<file path="config.mk">
export PLATFORM = sky130hd
export DESIGN_NAME = overwriting_ring_buffer
export DESIGN_NICKNAME = d
export VERILOG_FILES = /design/src/design/orb_pkg.sv /design/src/design/orb_ram.sv /design/src/design/orb_ctrl.sv /design/src/design/overwriting_ring_buffer.sv
export VERILOG_INCLUDE_DIRS = /design/src /design/src/design
export SDC_FILE = /design/constraint.sdc
export NUM_CORES = 1
export LEC_CHECK = 0
export ABC_AREA = 1
export CAP_MARGIN = 15
export CORE_ASPECT_RATIO = 1.4
export CORE_MARGIN = 2
export CORE_UTILIZATION = 28
export DETAILED_ROUTE_END_ITERATION = 8
export DONT_BUFFER_PORTS = 1
export HOLD_SLACK_MARGIN = 0.05
export PLACE_DENSITY = 0.45
export SETUP_SLACK_MARGIN = 0.4
export SLEW_MARGIN = 20
export SYNTH_ARGS = -nofsm -noshare
export SYNTH_HDL_FRONTEND = slang
export SYNTH_HIERARCHICAL = 1
export SYNTH_SLANG_ARGS = --single-unit
</file>
<file path="constraint.sdc">
create_clock -name aclk -period 3.9 [get_ports aclk]
set_input_delay 0 -clock aclk [delete_from_list [all_inputs] [get_ports aclk]]
set_output_delay 0 -clock aclk [all_outputs]
set_load 0.01 [all_outputs]
</file>
<file path="src/design/overwriting_ring_buffer_defines.svh">
// Assertion macros for the overwriting ring buffer.
`ifndef OVERWRITING_RING_BUFFER_DEFINES_SVH
`define OVERWRITING_RING_BUFFER_DEFINES_SVH

`ifndef SYNTHESIS
`define ORB_ASSERT(label, clk, rst_n, ante, cons, msg) \
    label: assert property (@(posedge clk) disable iff (!(rst_n)) (ante) |-> (cons)) \
        else $error(msg);
`define ORB_ASSERT_NXT(label, clk, rst_n, ante, cons, msg) \
    label: assert property (@(posedge clk) disable iff (!(rst_n)) (ante) |=> (cons)) \
        else $error(msg);
`else
`define ORB_ASSERT(label, clk, rst_n, ante, cons, msg)
`define ORB_ASSERT_NXT(label, clk, rst_n, ante, cons, msg)
`endif

`endif

</file>
<file path="src/design/orb_pkg.sv">
// Shared types and constants of the overwriting ring buffer.
package orb_pkg;

    localparam int DEPTH        = 16;
    localparam int DATA_WIDTH   = 32;
    localparam int IDX_W        = (DEPTH > 1) ? $clog2(DEPTH) : 1;
    localparam int CNT_W        = $clog2(DEPTH + 1);
    localparam int USED_DEPTH_W = 5;
    localparam int CMP_W        = (CNT_W > USED_DEPTH_W) ? CNT_W : USED_DEPTH_W;
    localparam int TDATA_W      = ((DATA_WIDTH + 7) / 8) * 8;
    localparam int CFG_INDEX_W  = 1;
    localparam int CFG_DATA_W   = USED_DEPTH_W;

    localparam logic [CFG_INDEX_W-1:0] REG_USED_DEPTH = CFG_INDEX_W'(0);
    localparam logic [CFG_INDEX_W-1:0] REG_ENABLED    = CFG_INDEX_W'(1);

    localparam logic [USED_DEPTH_W-1:0] USED_DEPTH_RST = USED_DEPTH_W'(16);

    typedef enum logic [1:0] {
        OP_WRITE = 2'd0,
        OP_READ  = 2'd1,
        OP_SKIP  = 2'd2,
        OP_NONE  = 2'd3
    } op_t;

    typedef struct packed {
        logic             wr_en;
        logic [IDX_W-1:0] wr_addr;
        logic [IDX_W-1:0] rd_addr;
        logic             rd_hit;
    } orb_mem_req_t;

endpackage

</file>
<file path="src/design/orb_ram.sv">
// Simple dual-port RAM, one write and one registered read port.
module orb_ram #(
    parameter int WIDTH = 32,
    parameter int DEPTH = 16
) (
    input  logic                                  aclk,
    input  logic                                  wr_en,
    input  logic [((DEPTH > 1) ? $clog2(DEPTH) : 1)-1:0] wr_addr,
    input  logic [WIDTH-1:0]                      wr_data,
    input  logic                                  rd_en,
    input  logic [((DEPTH > 1) ? $clog2(DEPTH) : 1)-1:0] rd_addr,
    output logic [WIDTH-1:0]                      rd_data
);

    logic [WIDTH-1:0] mem [DEPTH];
    logic [WIDTH-1:0] rd_data_reg;

    always_ff @(posedge aclk) begin
        if (wr_en) begin
            mem[wr_addr] <= wr_data;
        end
        if (rd_en) begin
            rd_data_reg <= mem[rd_addr];
        end
    end

    assign rd_data = rd_data_reg;

endmodule

</file>
<file path="src/design/orb_ctrl.sv">
// Pointer, wrap flag and configuration registers of the ring buffer.
module orb_ctrl (
    input  logic                                aclk,
    input  logic                                aresetn,
    input  logic                                accept,
    input  orb_pkg::op_t                        op,
    input  logic                                cfg_wr_en,
    input  logic [orb_pkg::CFG_INDEX_W-1:0]     cfg_index,
    input  logic [orb_pkg::CFG_DATA_W-1:0]      cfg_wr_data,
    output orb_pkg::orb_mem_req_t               mem_req
);

    localparam int IDX_W = orb_pkg::IDX_W;
    localparam int CMP_W = orb_pkg::CMP_W;

    logic [IDX_W-1:0]                  wr_ptr_reg, wr_ptr_next;
    logic [IDX_W-1:0]                  rd_ptr_reg, rd_ptr_next;
    logic                              wrapped_reg, wrapped_next;
    logic [orb_pkg::USED_DEPTH_W-1:0]  used_depth_reg;
    logic                              enabled_reg;

    logic [CMP_W-1:0] ud;
    logic [CMP_W-1:0] n;
    logic [CMP_W-1:0] w0;
    logic [CMP_W-1:0] r0;
    logic [CMP_W-1:0] w_inc;
    logic [CMP_W-1:0] r_inc;
    logic             unread;
    logic             wr_en;
    logic             rd_hit;

    always_comb begin
        ud = CMP_W'(used_depth_reg);
        if (ud == '0) begin
            n = CMP_W'(1);
        end else if (ud > CMP_W'(orb_pkg::DEPTH)) begin
            n = CMP_W'(orb_pkg::DEPTH);
        end else begin
            n = ud;
        end
        w0 = (CMP_W'(wr_ptr_reg) >= n) ? '0 : CMP_W'(wr_ptr_reg);
        r0 = (CMP_W'(rd_ptr_reg) >= n) ? '0 : CMP_W'(rd_ptr_reg);
        w_inc  = w0 + CMP_W'(1);
        r_inc  = r0 + CMP_W'(1);
        unread = wrapped_reg || (w0 > r0);

        wr_ptr_next  = IDX_W'(w0);
        rd_ptr_next  = IDX_W'(r0);
        wrapped_next = wrapped_reg;
        wr_en        = 1'b0;
        rd_hit       = 1'b0;

        unique case (op)
            orb_pkg::OP_WRITE: begin
                if (enabled_reg) begin
                    wr_en = 1'b1;
                    if (wrapped_reg && (w_inc >= r0)) begin
                        wrapped_next = 1'b0;
                        rd_ptr_next  = IDX_W'(w0);
                    end
                    if (w_inc >= n) begin
                        wrapped_next = 1'b1;
                        wr_ptr_next  = '0;
                    end else begin
                        wr_ptr_next  = IDX_W'(w_inc);
                    end
                end
            end
            orb_pkg::OP_READ: begin
                if (enabled_reg && unread) begin
                    rd_hit = 1'b1;
                    if (r_inc >= n) begin
                        rd_ptr_next  = '0;
                        wrapped_next = 1'b0;
                    end else begin
                        rd_ptr_next  = IDX_W'(r_inc);
                    end
                end
            end
            orb_pkg::OP_SKIP: begin
                if (unread) begin
                    if (w0 == '0) begin
                        wrapped_next = 1'b1;
                        rd_ptr_next  = IDX_W'(n - CMP_W'(1));
                    end else begin
                        wrapped_next = 1'b0;
                        rd_ptr_next  = IDX_W'(w0 - CMP_W'(1));
                    end
                end
            end
            orb_pkg::OP_NONE: begin
            end
            default: begin
            end
        endcase
    end

    always_ff @(posedge aclk) begin
        if (!aresetn) begin
            wr_ptr_reg     <= '0;
            rd_ptr_reg     <= '0;
            wrapped_reg    <= 1'b0;
            used_depth_reg <= orb_pkg::USED_DEPTH_RST;
            enabled_reg    <= 1'b0;
        end else if (cfg_wr_en) begin
            unique case (cfg_index)
                orb_pkg::REG_USED_DEPTH: begin
                    used_depth_reg <= cfg_wr_data[orb_pkg::USED_DEPTH_W-1:0];
                    wr_ptr_reg     <= '0;
                    rd_ptr_reg     <= '0;
                    wrapped_reg    <= 1'b0;
                end
                orb_pkg::REG_ENABLED: begin
                    enabled_reg <= cfg_wr_data[0];
                end
                default: begin
                end
            endcase
        end else if (accept) begin
            wr_ptr_reg  <= wr_ptr_next;
            rd_ptr_reg  <= rd_ptr_next;
            wrapped_reg <= wrapped_next;
        end
    end

    assign mem_req.wr_en   = accept && wr_en;
    assign mem_req.wr_addr = IDX_W'(w0);
    assign mem_req.rd_addr = IDX_W'(r0);
    assign mem_req.rd_hit  = rd_hit;

endmodule

</file>
<file path="src/design/overwriting_ring_buffer.sv">
// Overwriting ring buffer top level: request channel, word RAM and result register.
// For each request the ring entry is read from a registered-read RAM in the cycle
// the request is taken; its result enters the output register once that register is
// free or draining. A new request is taken once that load happens, so a result
// may wait on m_tready while the next request is already accepted; a result stalled
// with the previous one still waiting holds the input off. Every request yields one
// result: a read of an unread word returns it with the valid flag set, all other
// requests return zero data with the flag clear. Writes are not refused on a full
// ring; they drop the oldest words. Configuration writes are meant for idle time.
`include "overwriting_ring_buffer_defines.svh"

module overwriting_ring_buffer (
    input  logic                                aclk,
    input  logic                                aresetn,
    input  logic                                s_tvalid,
    output logic                                s_tready,
    input  logic [orb_pkg::TDATA_W-1:0]         s_tdata,   // data_in
    input  logic [1:0]                          s_tuser,   // op
    output logic                                m_tvalid,
    input  logic                                m_tready,
    output logic [orb_pkg::TDATA_W-1:0]         m_tdata,   // data_out
    output logic [0:0]                          m_tuser,   // valid_res
    input  logic                                cfg_wr_en,
    input  logic [orb_pkg::CFG_INDEX_W-1:0]     cfg_index,
    input  logic [orb_pkg::CFG_DATA_W-1:0]      cfg_wr_data
);

    localparam int DW = orb_pkg::DATA_WIDTH;

    orb_pkg::orb_mem_req_t mem_req;
    logic                  accept;
    logic [DW-1:0]         rd_data;
    logic                  busy_reg;
    logic                  hit_reg;
    logic                  out_valid_reg;
    logic [DW-1:0]         out_data_reg;
    logic                  out_flag_reg;
    logic                  load;

    assign accept = s_tvalid && s_tready;
    assign s_tready = !busy_reg;
    assign load = busy_reg && (!out_valid_reg || m_tready);

    orb_ctrl u_ctrl (
        .aclk        (aclk),
        .aresetn     (aresetn),
        .accept      (accept),
        .op          (orb_pkg::op_t'(s_tuser)),
        .cfg_wr_en   (cfg_wr_en),
        .cfg_index   (cfg_index),
        .cfg_wr_data (cfg_wr_data),
        .mem_req     (mem_req)
    );

    orb_ram #(
        .WIDTH (DW),
        .DEPTH (orb_pkg::DEPTH)
    ) u_ram (
        .aclk    (aclk),
        .wr_en   (mem_req.wr_en),
        .wr_addr (mem_req.wr_addr),
        .wr_data (s_tdata[DW-1:0]),
        .rd_en   (accept),
        .rd_addr (mem_req.rd_addr),
        .rd_data (rd_data)
    );

    always_ff @(posedge aclk) begin
        if (!aresetn) begin
            busy_reg      <= 1'b0;
            out_valid_reg <= 1'b0;
        end else begin
            if (accept) begin
                busy_reg <= 1'b1;
                hit_reg  <= mem_req.rd_hit;
            end else if (load) begin
                busy_reg <= 1'b0;
            end
            if (load) begin
                out_valid_reg <= 1'b1;
                out_data_reg  <= hit_reg ? rd_data : '0;
                out_flag_reg  <= hit_reg;
            end else if (m_tready) begin
                out_valid_reg <= 1'b0;
            end
        end
    end

    assign m_tvalid = out_valid_reg;
    assign m_tdata  = orb_pkg::TDATA_W'(out_data_reg);
    assign m_tuser  = out_flag_reg;

    `ORB_ASSERT(a_miss_zero, aclk, aresetn, m_tvalid && !m_tuser[0], m_tdata == '0, "miss result carries data")
    `ORB_ASSERT_NXT(a_one_at_a_time, aclk, aresetn, accept, !s_tready, "request taken while busy")
    `ORB_ASSERT(a_hit_is_read, aclk, aresetn, accept && mem_req.rd_hit, s_tuser == orb_pkg::OP_READ, "hit on non-read")

endmodule
</file>
==> impl_results.md, run 1 <==
- Hold violation count in the final report: 0
- Final HPWL DP: 39.0 mm
- Clock Latency Late Sink: 0.65 ns
- Critical Path AT: 3.98 ns
- Post-synth cell types: 37
- Die W: 264 um
- TritonCTS clock tree: done
- GPL Wtd Cong: 0.811
- Fill cells: 9289
- Multi-input gate area: 6620 um2
- Vias in the first global route: 17600
- CTS H-tree lvls: 2
- Synth warnings: 6
- HP Class: input pin to flop
- FF+latch count, synth: 595
- Async S/R FF share, synth: 0%
- CTS max path bufs: 3
- Core area: 93700 um2
- Initial antenna violation count: 6
- Post-route cell area: 31300 um2
- Mapped Cells: 2562
- Inst Count DP: 3728
- Remaining DRCs: 0
- DP Area: 28100 um2
- Register area: 17700 um2
- Post-synthesis sequential area ratio: 67.0%
- Post-synth top area share: 65.7%
- Most frequent cell after synthesis: nand2_1
- Post-synth EDFFs: 578
- Grt total ovfl: 0
- Largest net degree at the start of global routing: 131
- GRT Resource Usage Total: 15.0%
- Mapped Area: 26400 um2
- Post-Layout Cell Count: 3934
- Mapped Nets: 2641
- Setup TNS: 0 ns
- Top_reg_cell synth: edfxtp_1
- F_max: 291 MHz
- MaxCap Viol Count: 0
- Syn avg cell area: 10.3 um2
- Top post-synthesis cells by count: 806 x nand2_1, 578 x edfxtp_1, 489 x inv_1, 407 x nand3_1, 41 x buf_2
- Top post-synthesis cells by area: edfxtp_1 66%, nand2_1 11%, nand3_1 7.7%
- Die ar.: 96800 um2
- Clock sink count: 595
- Final setup violation count: 0
- Post-synth top area cell: edfxtp_1
- Minimum clock period: 3.44 ns
- Critical path class: flop to flop
- First-pass GRT wire length: 109 mm
- Area Growth Syn to Fin: 18.6%
- Final Max Slew Viols: 0
- PD cells: 423 nW/um2
- Worst setup SP type: flop
- Leakage: 13.0 nW
- Outcome: complete, no violations
- Worst slew pin tran: 0.921 ns
- Part of the cycle the worst path needs: 88.2%
- CTS clk-pin slew, worst paths: 0.07 ns
- Antenna Nets Post-Route: 0
- CTS root buf: clkbuf_16
- Ports: 80
- Layout cell share with drive strength beyond 1: 10.5%
- Die Span Y: 367 um
- Worst Setup End Kind: flop
- Initial Util: 28.2%
- 1st-iter DRT viols: 1065
- DRT Pass-1 Iters: 5
- Critical-path maximum fanout: 3
- Max reg flops: 512
- DR WL/cell: 18.6 um
- Row cnt: 133
- Worst path required time: 4.44 ns
- Worst slew margin: 38.6%
- Total power: 0.0133 W
- Nets: 2743
- Post-DR vias/cell: 4.48
- Final wirelength: 73.2 mm
- Vias post-DR: 17600
- Clock Skews: 0.0171 ns
- I/O Buffers: 0
- Unrepaired setup endpoints after global routing: yes
- Peak supply drop: 0.318 mV
- Num CTS Buffers: 61
## critical path: stages, from the launching register on
cell	delay, ns
dfxtp_2	0.33
nor2_2	0.14
a31oi_2	0.11
nor2_2	0.17
ha_1	0.25
nand2_1	0.07
nor2_2	0.04
a21oi_2	0.20
buf_4	0.15
inv_2	0.04
nor2_4	0.18
ha_4	0.25
ha_4	0.25
a21boi_1	0.18
o21ai_2	0.07
nand2_1	0.06
nand2_1	0.06
nand2_2	0.09
a21boi_4	0.07
buf_6	0.12
nor3b_4	0.18
nand2_1	0.08
nand2_1	0.08
o21ai_1	0.07
nand2_1	0.07
nor2_1	0.04
## layout by cell type, fill, tap and decap left out, drive strengths merged, types with 4 or more instances in the layout
cell	n
clkinvlp	6
nand4	10
a21oi	27
clkinv	23
dlygate4sd3	63
inv	494
nand3	411
o21ai	14
edfxtp	578
o211ai	4
buf	85
nand2	809
clkbuf	81
dfxtp	17
bufinv	5
nor2	42
ha	34
## final timing paths
path                          start  cells past startpoint  slack, ns            endpoint
hold / removal              aresetn                      3       0.06  u_ctrl/wrapped_reg
hold reg to reg   u_ram/rd_data[23]                      2       0.51         m_tdata[23]
setup reg to reg       u_ctrl/ud[1]                     25       0.46  u_ctrl/wrapped_reg
setup / recovery       u_ctrl/ud[1]                     25       0.46  u_ctrl/wrapped_reg
## layer usage
| metal | GRT usage (%) | part of all wire [%] | wire length (um) | vias up |
|---|---|---|---|---|
| li1 | - | - | - | 8490 |
| met1 | 17.7 | 41 | 30400 | 8617 |
| met2 | 26.6 | 51 | 37100 | 354 |
| met3 | 2.61 | 4.0 | 2950 | 152 |
| met4 | 6.14 | 3.8 | 2770 | 6 |
| met5 | 0 | 0.051 | 37 | - |
## timing repair
action | CTS | global route
hold endpoints to repair | 564 | 1
setup buffers | 7 | 18
hold buffers | 62 | 1
pin swaps | 12 | 53
gates resized for setup | 27 | 82
endpoints found under the setup margin | 39 | 41
## kinds of logic after synthesis
| kind of cell | Yosys count | share of synthesized area (%) |
|---|---|---|
| AND/OR/NAND/NOR | 1277 | 20.4 |
| buffers and inverters | 603 | 9.84 |
| flip-flops | 595 | 67.0 |
| AO/OA/AOI/OAI | 53 | 1.15 |
| adder cells (fa/ha/maj) | 34 | 1.61 |
## cell type report
type | instances | share of cell area [%]
multi-input combinational | 1364 | 21.1
timing repair buffer | 148 | 5.19
sequential | 595 | 56.5
clock buffer | 81 | 5.18
clock inverter | 34 | 1.08
tap | 1215 | 4.85
inverter | 494 | 6.03
antenna | 3 | 0.0240
## metrics by stage
step,utilization [%],hold slack (ns),setup slack (ns)
after CTS,32.9,-0.582,0.369
final,33.4,0.0615,0.460
after detailed placement,30.0,0.0996,0.115
after global routing,33.4,0.0675,0.259
after global placement,30.0,0.0997,0.117
after floorplan,-,0.0986,0.357
## power by group
part / total, W / switching [W] / internal (W)
combinational: 0.000368 / 0.000248 / 0.000120
clock: 0.00581 / 0.00254 / 0.00327
sequential: 0.00707 / 0.0000255 / 0.00705
Note: power is estimated with default switching activity, not from simulation.
==> run 2, diff against run 1 <==
Settings changed: CORE_UTILIZATION 28 to 45, PLACE_DENSITY 0.45 to 0.64, RECOVER_POWER from default to 100.
==> run 2 against run 1 <==
Effect of this change:
- via count rose by 1.1%
- clock skew is 0.0097 ns higher
- clock power decreased by 9.0%
- maximum frequency is 3.5% lower
- routed wire length is 9.0% lower
- final cell count is 13% lower
- sequential share of layout area increased by 2.0 points
- total power is 4.0% lower
- the run now ends with capacitance limit, slew limit left
- worst hold slack improved by 0.0085 ns
==> impl_results.md, run 2 (synthesized netlist as in run 1, its figures left out) <==
- Final wirelength: 66.6 mm
- Num CTS Buffers: 55
- RR Endpoint: u_ram/mem[6][5]
- Core area: 58300 um2
- Worst path required time: 4.12 ns
- Multi-input gate area: 6550 um2
- Nets: 2727
- HP Class: input pin to flop
- Final setup violation count: 0
- Reg2Reg Setup Slack: 0.34 ns
- Register-to-Register Path Depth: 12
- Total power: 0.0127 W
- Minimum clock period: 3.56 ns
- MaxCap Viol Count: 1
- Critical path class: flop to flop
- Area Growth Syn to Fin: 14.5%
- Layout cell share with drive strength beyond 1: 9.06%
- CTS clk-pin slew, worst paths: 0.06 ns
- Vias post-DR: 17800
- Worst path top cell family by delay: buffers and inverters
- Initial Util: 45.3%
- Antenna Nets Post-Route: 0
- Clock Skews: 0.0269 ns
- Vias in the first global route: 17500
- Grt total ovfl: 0
- Final Max Slew Viols: 20
- Largest net degree at the start of global routing: 131
- Clock Latency Late Sink: 0.62 ns
- CP startpoint: u_ctrl/ud[4]
- Net Switching: 0.00261 W
- Final HPWL DP: 35.2 mm
- WP buf/inv: 4
- Crit-path max cell delay: 0.88 ns
- 1st-iter DRT viols: 1321
- GRT Resource Usage Total: 21.4%
- Initial antenna violation count: 2
- PD cells: 420 nW/um2
- Stages on the worst setup path: 12
- Remaining DRCs: 0
- First-pass GRT wire length: 99.9 mm
- CTS H-tree lvls: 2
- Critical path cell sequence: inv_2, nand2_1, buf_6, ha_1, inv_1, a21oi_1, nand2_1, nand3_2, nor2_4, nand3b_1, nor2_4, buf_2
- Crit path to: u_ram/mem[6][5]
- Share of power burned in registers: 55.6%
- Worst slew margin: -60.4%
- Worst path slowest cell: buf_2
- Die Span Y: 291 um
- Worst Setup End Kind: flop
- Comb power frac: 2.8%
- Worst setup SP type: flop
- Commonest non-fill, non-tap cells in the layout: 797 x nand2_1, 578 x edfxtp_1, 472 x inv_1, 398 x nand3_1, 59 x dlygate4sd3_1
- Pint: 0.0101 W
- Failing checks: capacitance limit, slew limit
- Register area: 17700 um2
- Die ar.: 60700 um2
- Clock sink count: 595
- Switching part of the total: 20.5%
- Outcome: finished, violations left
- TritonCTS clock tree: done
- Critical-path maximum fanout: 32
- Unrepaired setup endpoints after global routing: yes
- Peak supply drop: 0.345 mV
- Hold_ws: 0.0700 ns
- CTS root buf: clkbuf_16
- Die W: 209 um
- Row cnt: 105
- Worst slew pin tran: 2.40 ns
- Commonest non-fill, non-tap cell in the layout: nand2_1
- GPL Wtd Cong: 0.882
- Part of the cycle the worst path needs: 91.4%
- Ports: 80
- CTS max path bufs: 3
- Post-DR vias/cell: 5.17
- F_max: 281 MHz
- Clock power frac: 41.6%
- Reg2reg start: u_ctrl/ud[4]
- Max reg flops: 512
- Fill cells: 5057
- DRT Pass-1 Iters: 6
- DR WL/cell: 19.4 um
- I/O Buffers: 0
- Critical Path AT: 3.78 ns
- Setup TNS: 0 ns
- Hold violation count in the final report: 0
- Leakage: 12.8 nW
==> run 2: worst min-delay path, cell delays in order <==
cell	delay, ns
ha_1	0.17
inv_1	0.12
a21oi_2	0.07
nand3_1	0.09
nand2_1	0.05
nand2_1	0.07
a21oi_2	0.05
==> run 2: what timing repair did <==
action,4_1_cts,5_1_grt
endpoints found under the setup margin,24,41
cloned,0,1
hold buffers,58,1
gates resized for setup,14,84
endpoints found under the hold margin,549,1
pin swaps,0,33
setup buffers,1,14
==> run 2: stage by stage <==
stage / utilization (%) / instance area (um2) / cells / worst slack (ns)
after floorplan: - / 26400 / 2562 / 0.357
after CTS: 51.4 / 30000 / 3425 / 0.332
after detailed placement: 47.3 / 27600 / 3265 / 0.181
final: 51.9 / 30300 / 3442 / 0.335
after global routing: 51.9 / 30300 / 3442 / 0.199
after global placement: 47.2 / 27600 / 3264 / 0.305
==> run 2: power by group through the flow <==
stage | Combinational (W) | Clock (W) | Sequential [W]
CTS | 0.000324 | 0.00539 | 0.00707
finish | 0.000353 | 0.00529 | 0.00708
floorplan | 0.000132 | 0 | 0.00720
global placement | 0.000198 | 0 | 0.00721
global route | 0.000386 | 0.00562 | 0.00708
detailed placement | 0.000203 | 0 | 0.00721
==> run 2: cell type report <==
class | count | area share [%]
multi-input cells | 1364 | 21.7
clock inverters | 33 | 1.16
clock buffers | 68 | 4.71
well taps | 749 | 3.10
repair buffers | 138 | 4.67
diodes | 1 | 0.00827
inverters | 494 | 6.20
flip-flops and latches | 595 | 58.5
==> run 2: worst min path at each step <==
| stage | start | to | cells past startpoint |
|---|---|---|---|
| 2_1_floorplan | aresetn | u_ctrl/ud[4] | 1 |
| 3_3_place_gp | s_tdata[28] | u_ram/mem[12][28] | 0 |
| 3_5_place_dp | s_tdata[28] | u_ram/mem[15][28] | 0 |
| 4_1_cts | aresetn | u_ctrl/wrapped_reg | 2 |
| 5_1_grt | aresetn | u_ctrl/wrapped_reg | 3 |
| 6_report | s_tuser[1] | u_ctrl/rd_ptr_reg[3] | 7 |
==> run 2: metal layers <==
layer	share of wire [%]	track usage, %	up-vias
met1	39	25.8	8578
met2	52	38.7	631
met3	5.8	2.86	157
li1	-	-	8446
met5	0	0	-
met4	3.5	8.43	0
==> run 3, diff against run 2 <==
Settings changed: MAX_ROUTING_LAYER from default to met4.
==> run 3 against run 2 <==
Effect of this change:
- the flow still finishes with violations (capacitance limit, slew limit)
- clock power rose by 1%
- sequential share of layout area grew 0.080 points
- routed wire length down 1.4%
- final cell count is essentially flat
- non-clock buffer count is 2 lower
- critical path depth increased by 6
- register-to-register slack worse by 0.04 ns
- largest power group unchanged
- highest routed layer unchanged
==> impl_results.md, run 3 (synthesized netlist as in run 1, its figures left out) <==
- Row cnt: 105
- GRT Resource Usage Total: 22.0%
- CTS H-tree lvls: 2
- Minimum clock period: 3.61 ns
- DRT Pass-1 Iters: 6
- CP dominant cell by count: buf_4
- Worst Setup End Kind: flop
- Max reg flops: 512
- Final setup violation count: 0
- Final HPWL DP: 34.5 mm
- Post-Layout Cell Count: 3440
- Die ar.: 60700 um2
- Clock Latency Late Sink: 0.63 ns
- HP Class: input pin to flop
- CTS root buf: clkbuf_16
- CTS max path bufs: 3
- Layout cell share with drive strength beyond 1: 9.07%
- Antenna Nets Post-Route: 0
- Vias post-DR: 17800
- Core area: 58300 um2
- Hold_ws: 0.118 ns
- Clock Skews: 0.00920 ns
- Outcome: finished, violations left
- Leakage: 12.8 nW
- Commonest non-fill, non-tap cell in the layout: nand2_1
- Critical path cell sequence: inv_4, a31oi_1, nor2_1, buf_4, ha_4, inv_1, a21oi_1, nand2_1, nand3_2, inv_2, nand2_4, inv_2, buf_4, buf_4, inv_1, nand2_1, nor2_1, buf_12
- Crit-path max cell delay: 0.69 ns
- Worst path slowest cell: nor2_1
- Ports: 80
- Worst slew pin tran: 2.38 ns
- Vias in the first global route: 17400
- GPL Wtd Cong: 0.875
- Largest net degree at the start of global routing: 152
- Initial Util: 45.3%
- Critical Path AT: 3.91 ns
- Worst setup SP type: flop
- Worst path required time: 4.20 ns
- Area Growth Syn to Fin: 14.4%
- Setup TNS: 0 ns
- Post-DR vias/cell: 5.19
- Die W: 209 um
- F_max: 277 MHz
- Remaining DRCs: 0
- Commonest non-fill, non-tap cells in the layout: 795 x nand2_1, 578 x edfxtp_1, 475 x inv_1, 404 x nand3_1, 57 x clkbuf_16
- PD cells: 423 nW/um2
- DR WL/cell: 19.1 um
- # diodes: 0
- Part of the cycle the worst path needs: 92.5%
- First-pass GRT wire length: 99.0 mm
- 1st-iter DRT viols: 1418
- I/O Buffers: 0
- Final Max Slew Viols: 20
- DP Area: 27600 um2
- Clock sink count: 595
- Hold violation count in the final report: 0
- Initial antenna violation count: 3
- MaxCap Viol Count: 1
- Die Span Y: 291 um
- CTS clk-pin slew, worst paths: 0.07 ns
- Final wirelength: 65.6 mm
- Post-route cell area: 30200 um2
- Grt total ovfl: 0
- Peak supply drop: 0.376 mV
- Unrepaired setup endpoints after global routing: yes
- Inst Count DP: 3263
- Nets: 2725
- Worst slew margin: -59.1%
- Num CTS Buffers: 55
- Critical-path maximum fanout: 26
- TritonCTS clock tree: done
- Failing checks: capacitance limit, slew limit
- Critical path class: flop to flop
==> run 3: layout make-up <==
cell class	instances	area [um2]
clock inverters	35	340
multi-input cells	1364	6510
flip-flops and latches	595	17700
inverters	494	1880
clock buffers	67	1440
fillers	5020	28100
well taps	749	937
repair buffers	136	1400
==> run 3: path summary, 6_finish.rpt <==
path / startpoint / end / slack, ns / cells after the start
max reg2reg: u_ctrl/ud[3] / u_ram/mem[10][2] / 0.29 / 18
min: cfg_wr_data[0] / u_ctrl/enabled_reg / 0.12 / 3
max: u_ctrl/ud[3] / u_ram/mem[10][2] / 0.29 / 18
min reg2reg: u_ram/rd_data[21] / m_tdata[21] / 0.50 / 2
==> run 3: worst max-delay path: cells and delay by family (launching register included) <==
kind	cells	cell delay, ns
buffers and inverters	9	1.04
flip-flops	1	0.40
adder cells (fa/ha/maj)	1	0.25
AO/OA/AOI/OAI	2	0.34
AND/OR/NAND/NOR	6	1.22
==> run 3: power breakdown <==
group	switching, W	leakage, nW	internal, W	total, W
logic	0.000236	6.54	0.000105	0.000341
clock network	0.00238	0.855	0.00298	0.00535
registers	0.0000258	5.36	0.00705	0.00707
total	0.00264	12.8	0.0101	0.0128
==> run 3: metal layers <==
metal / routed length [um] / up-vias / track usage [%]
li1: - / 8449 / -
met4: 2590 / 0 / 8.80
met5: 0 / - / -
met1: 25300 / 8583 / 25.4
met2: 33600 / 624 / 38.3
met3: 4160 / 185 / 3.33
==> run 3: what timing repair did <==
action | in CTS | in global routing
hold buffers | 53 | 0
hold endpoints to repair | 549 | 0
cloned | 0 | 1
setup endpoints to repair | 40 | 41
pin swaps | 11 | 33
setup buffers | 5 | 16
resized for setup | 25 | 60
==> run 3: per-stage QoR <==
step	util (%)	setup WS (ns)	total power, W
after floorplan	-	0.357	0.00733
after global placement	47.3	0.105	0.00741
after detailed placement	47.3	0.0197	0.00741
after CTS	51.5	0.406	0.0129
after global routing	51.8	0.155	0.0131
final	51.8	0.292	0.0128
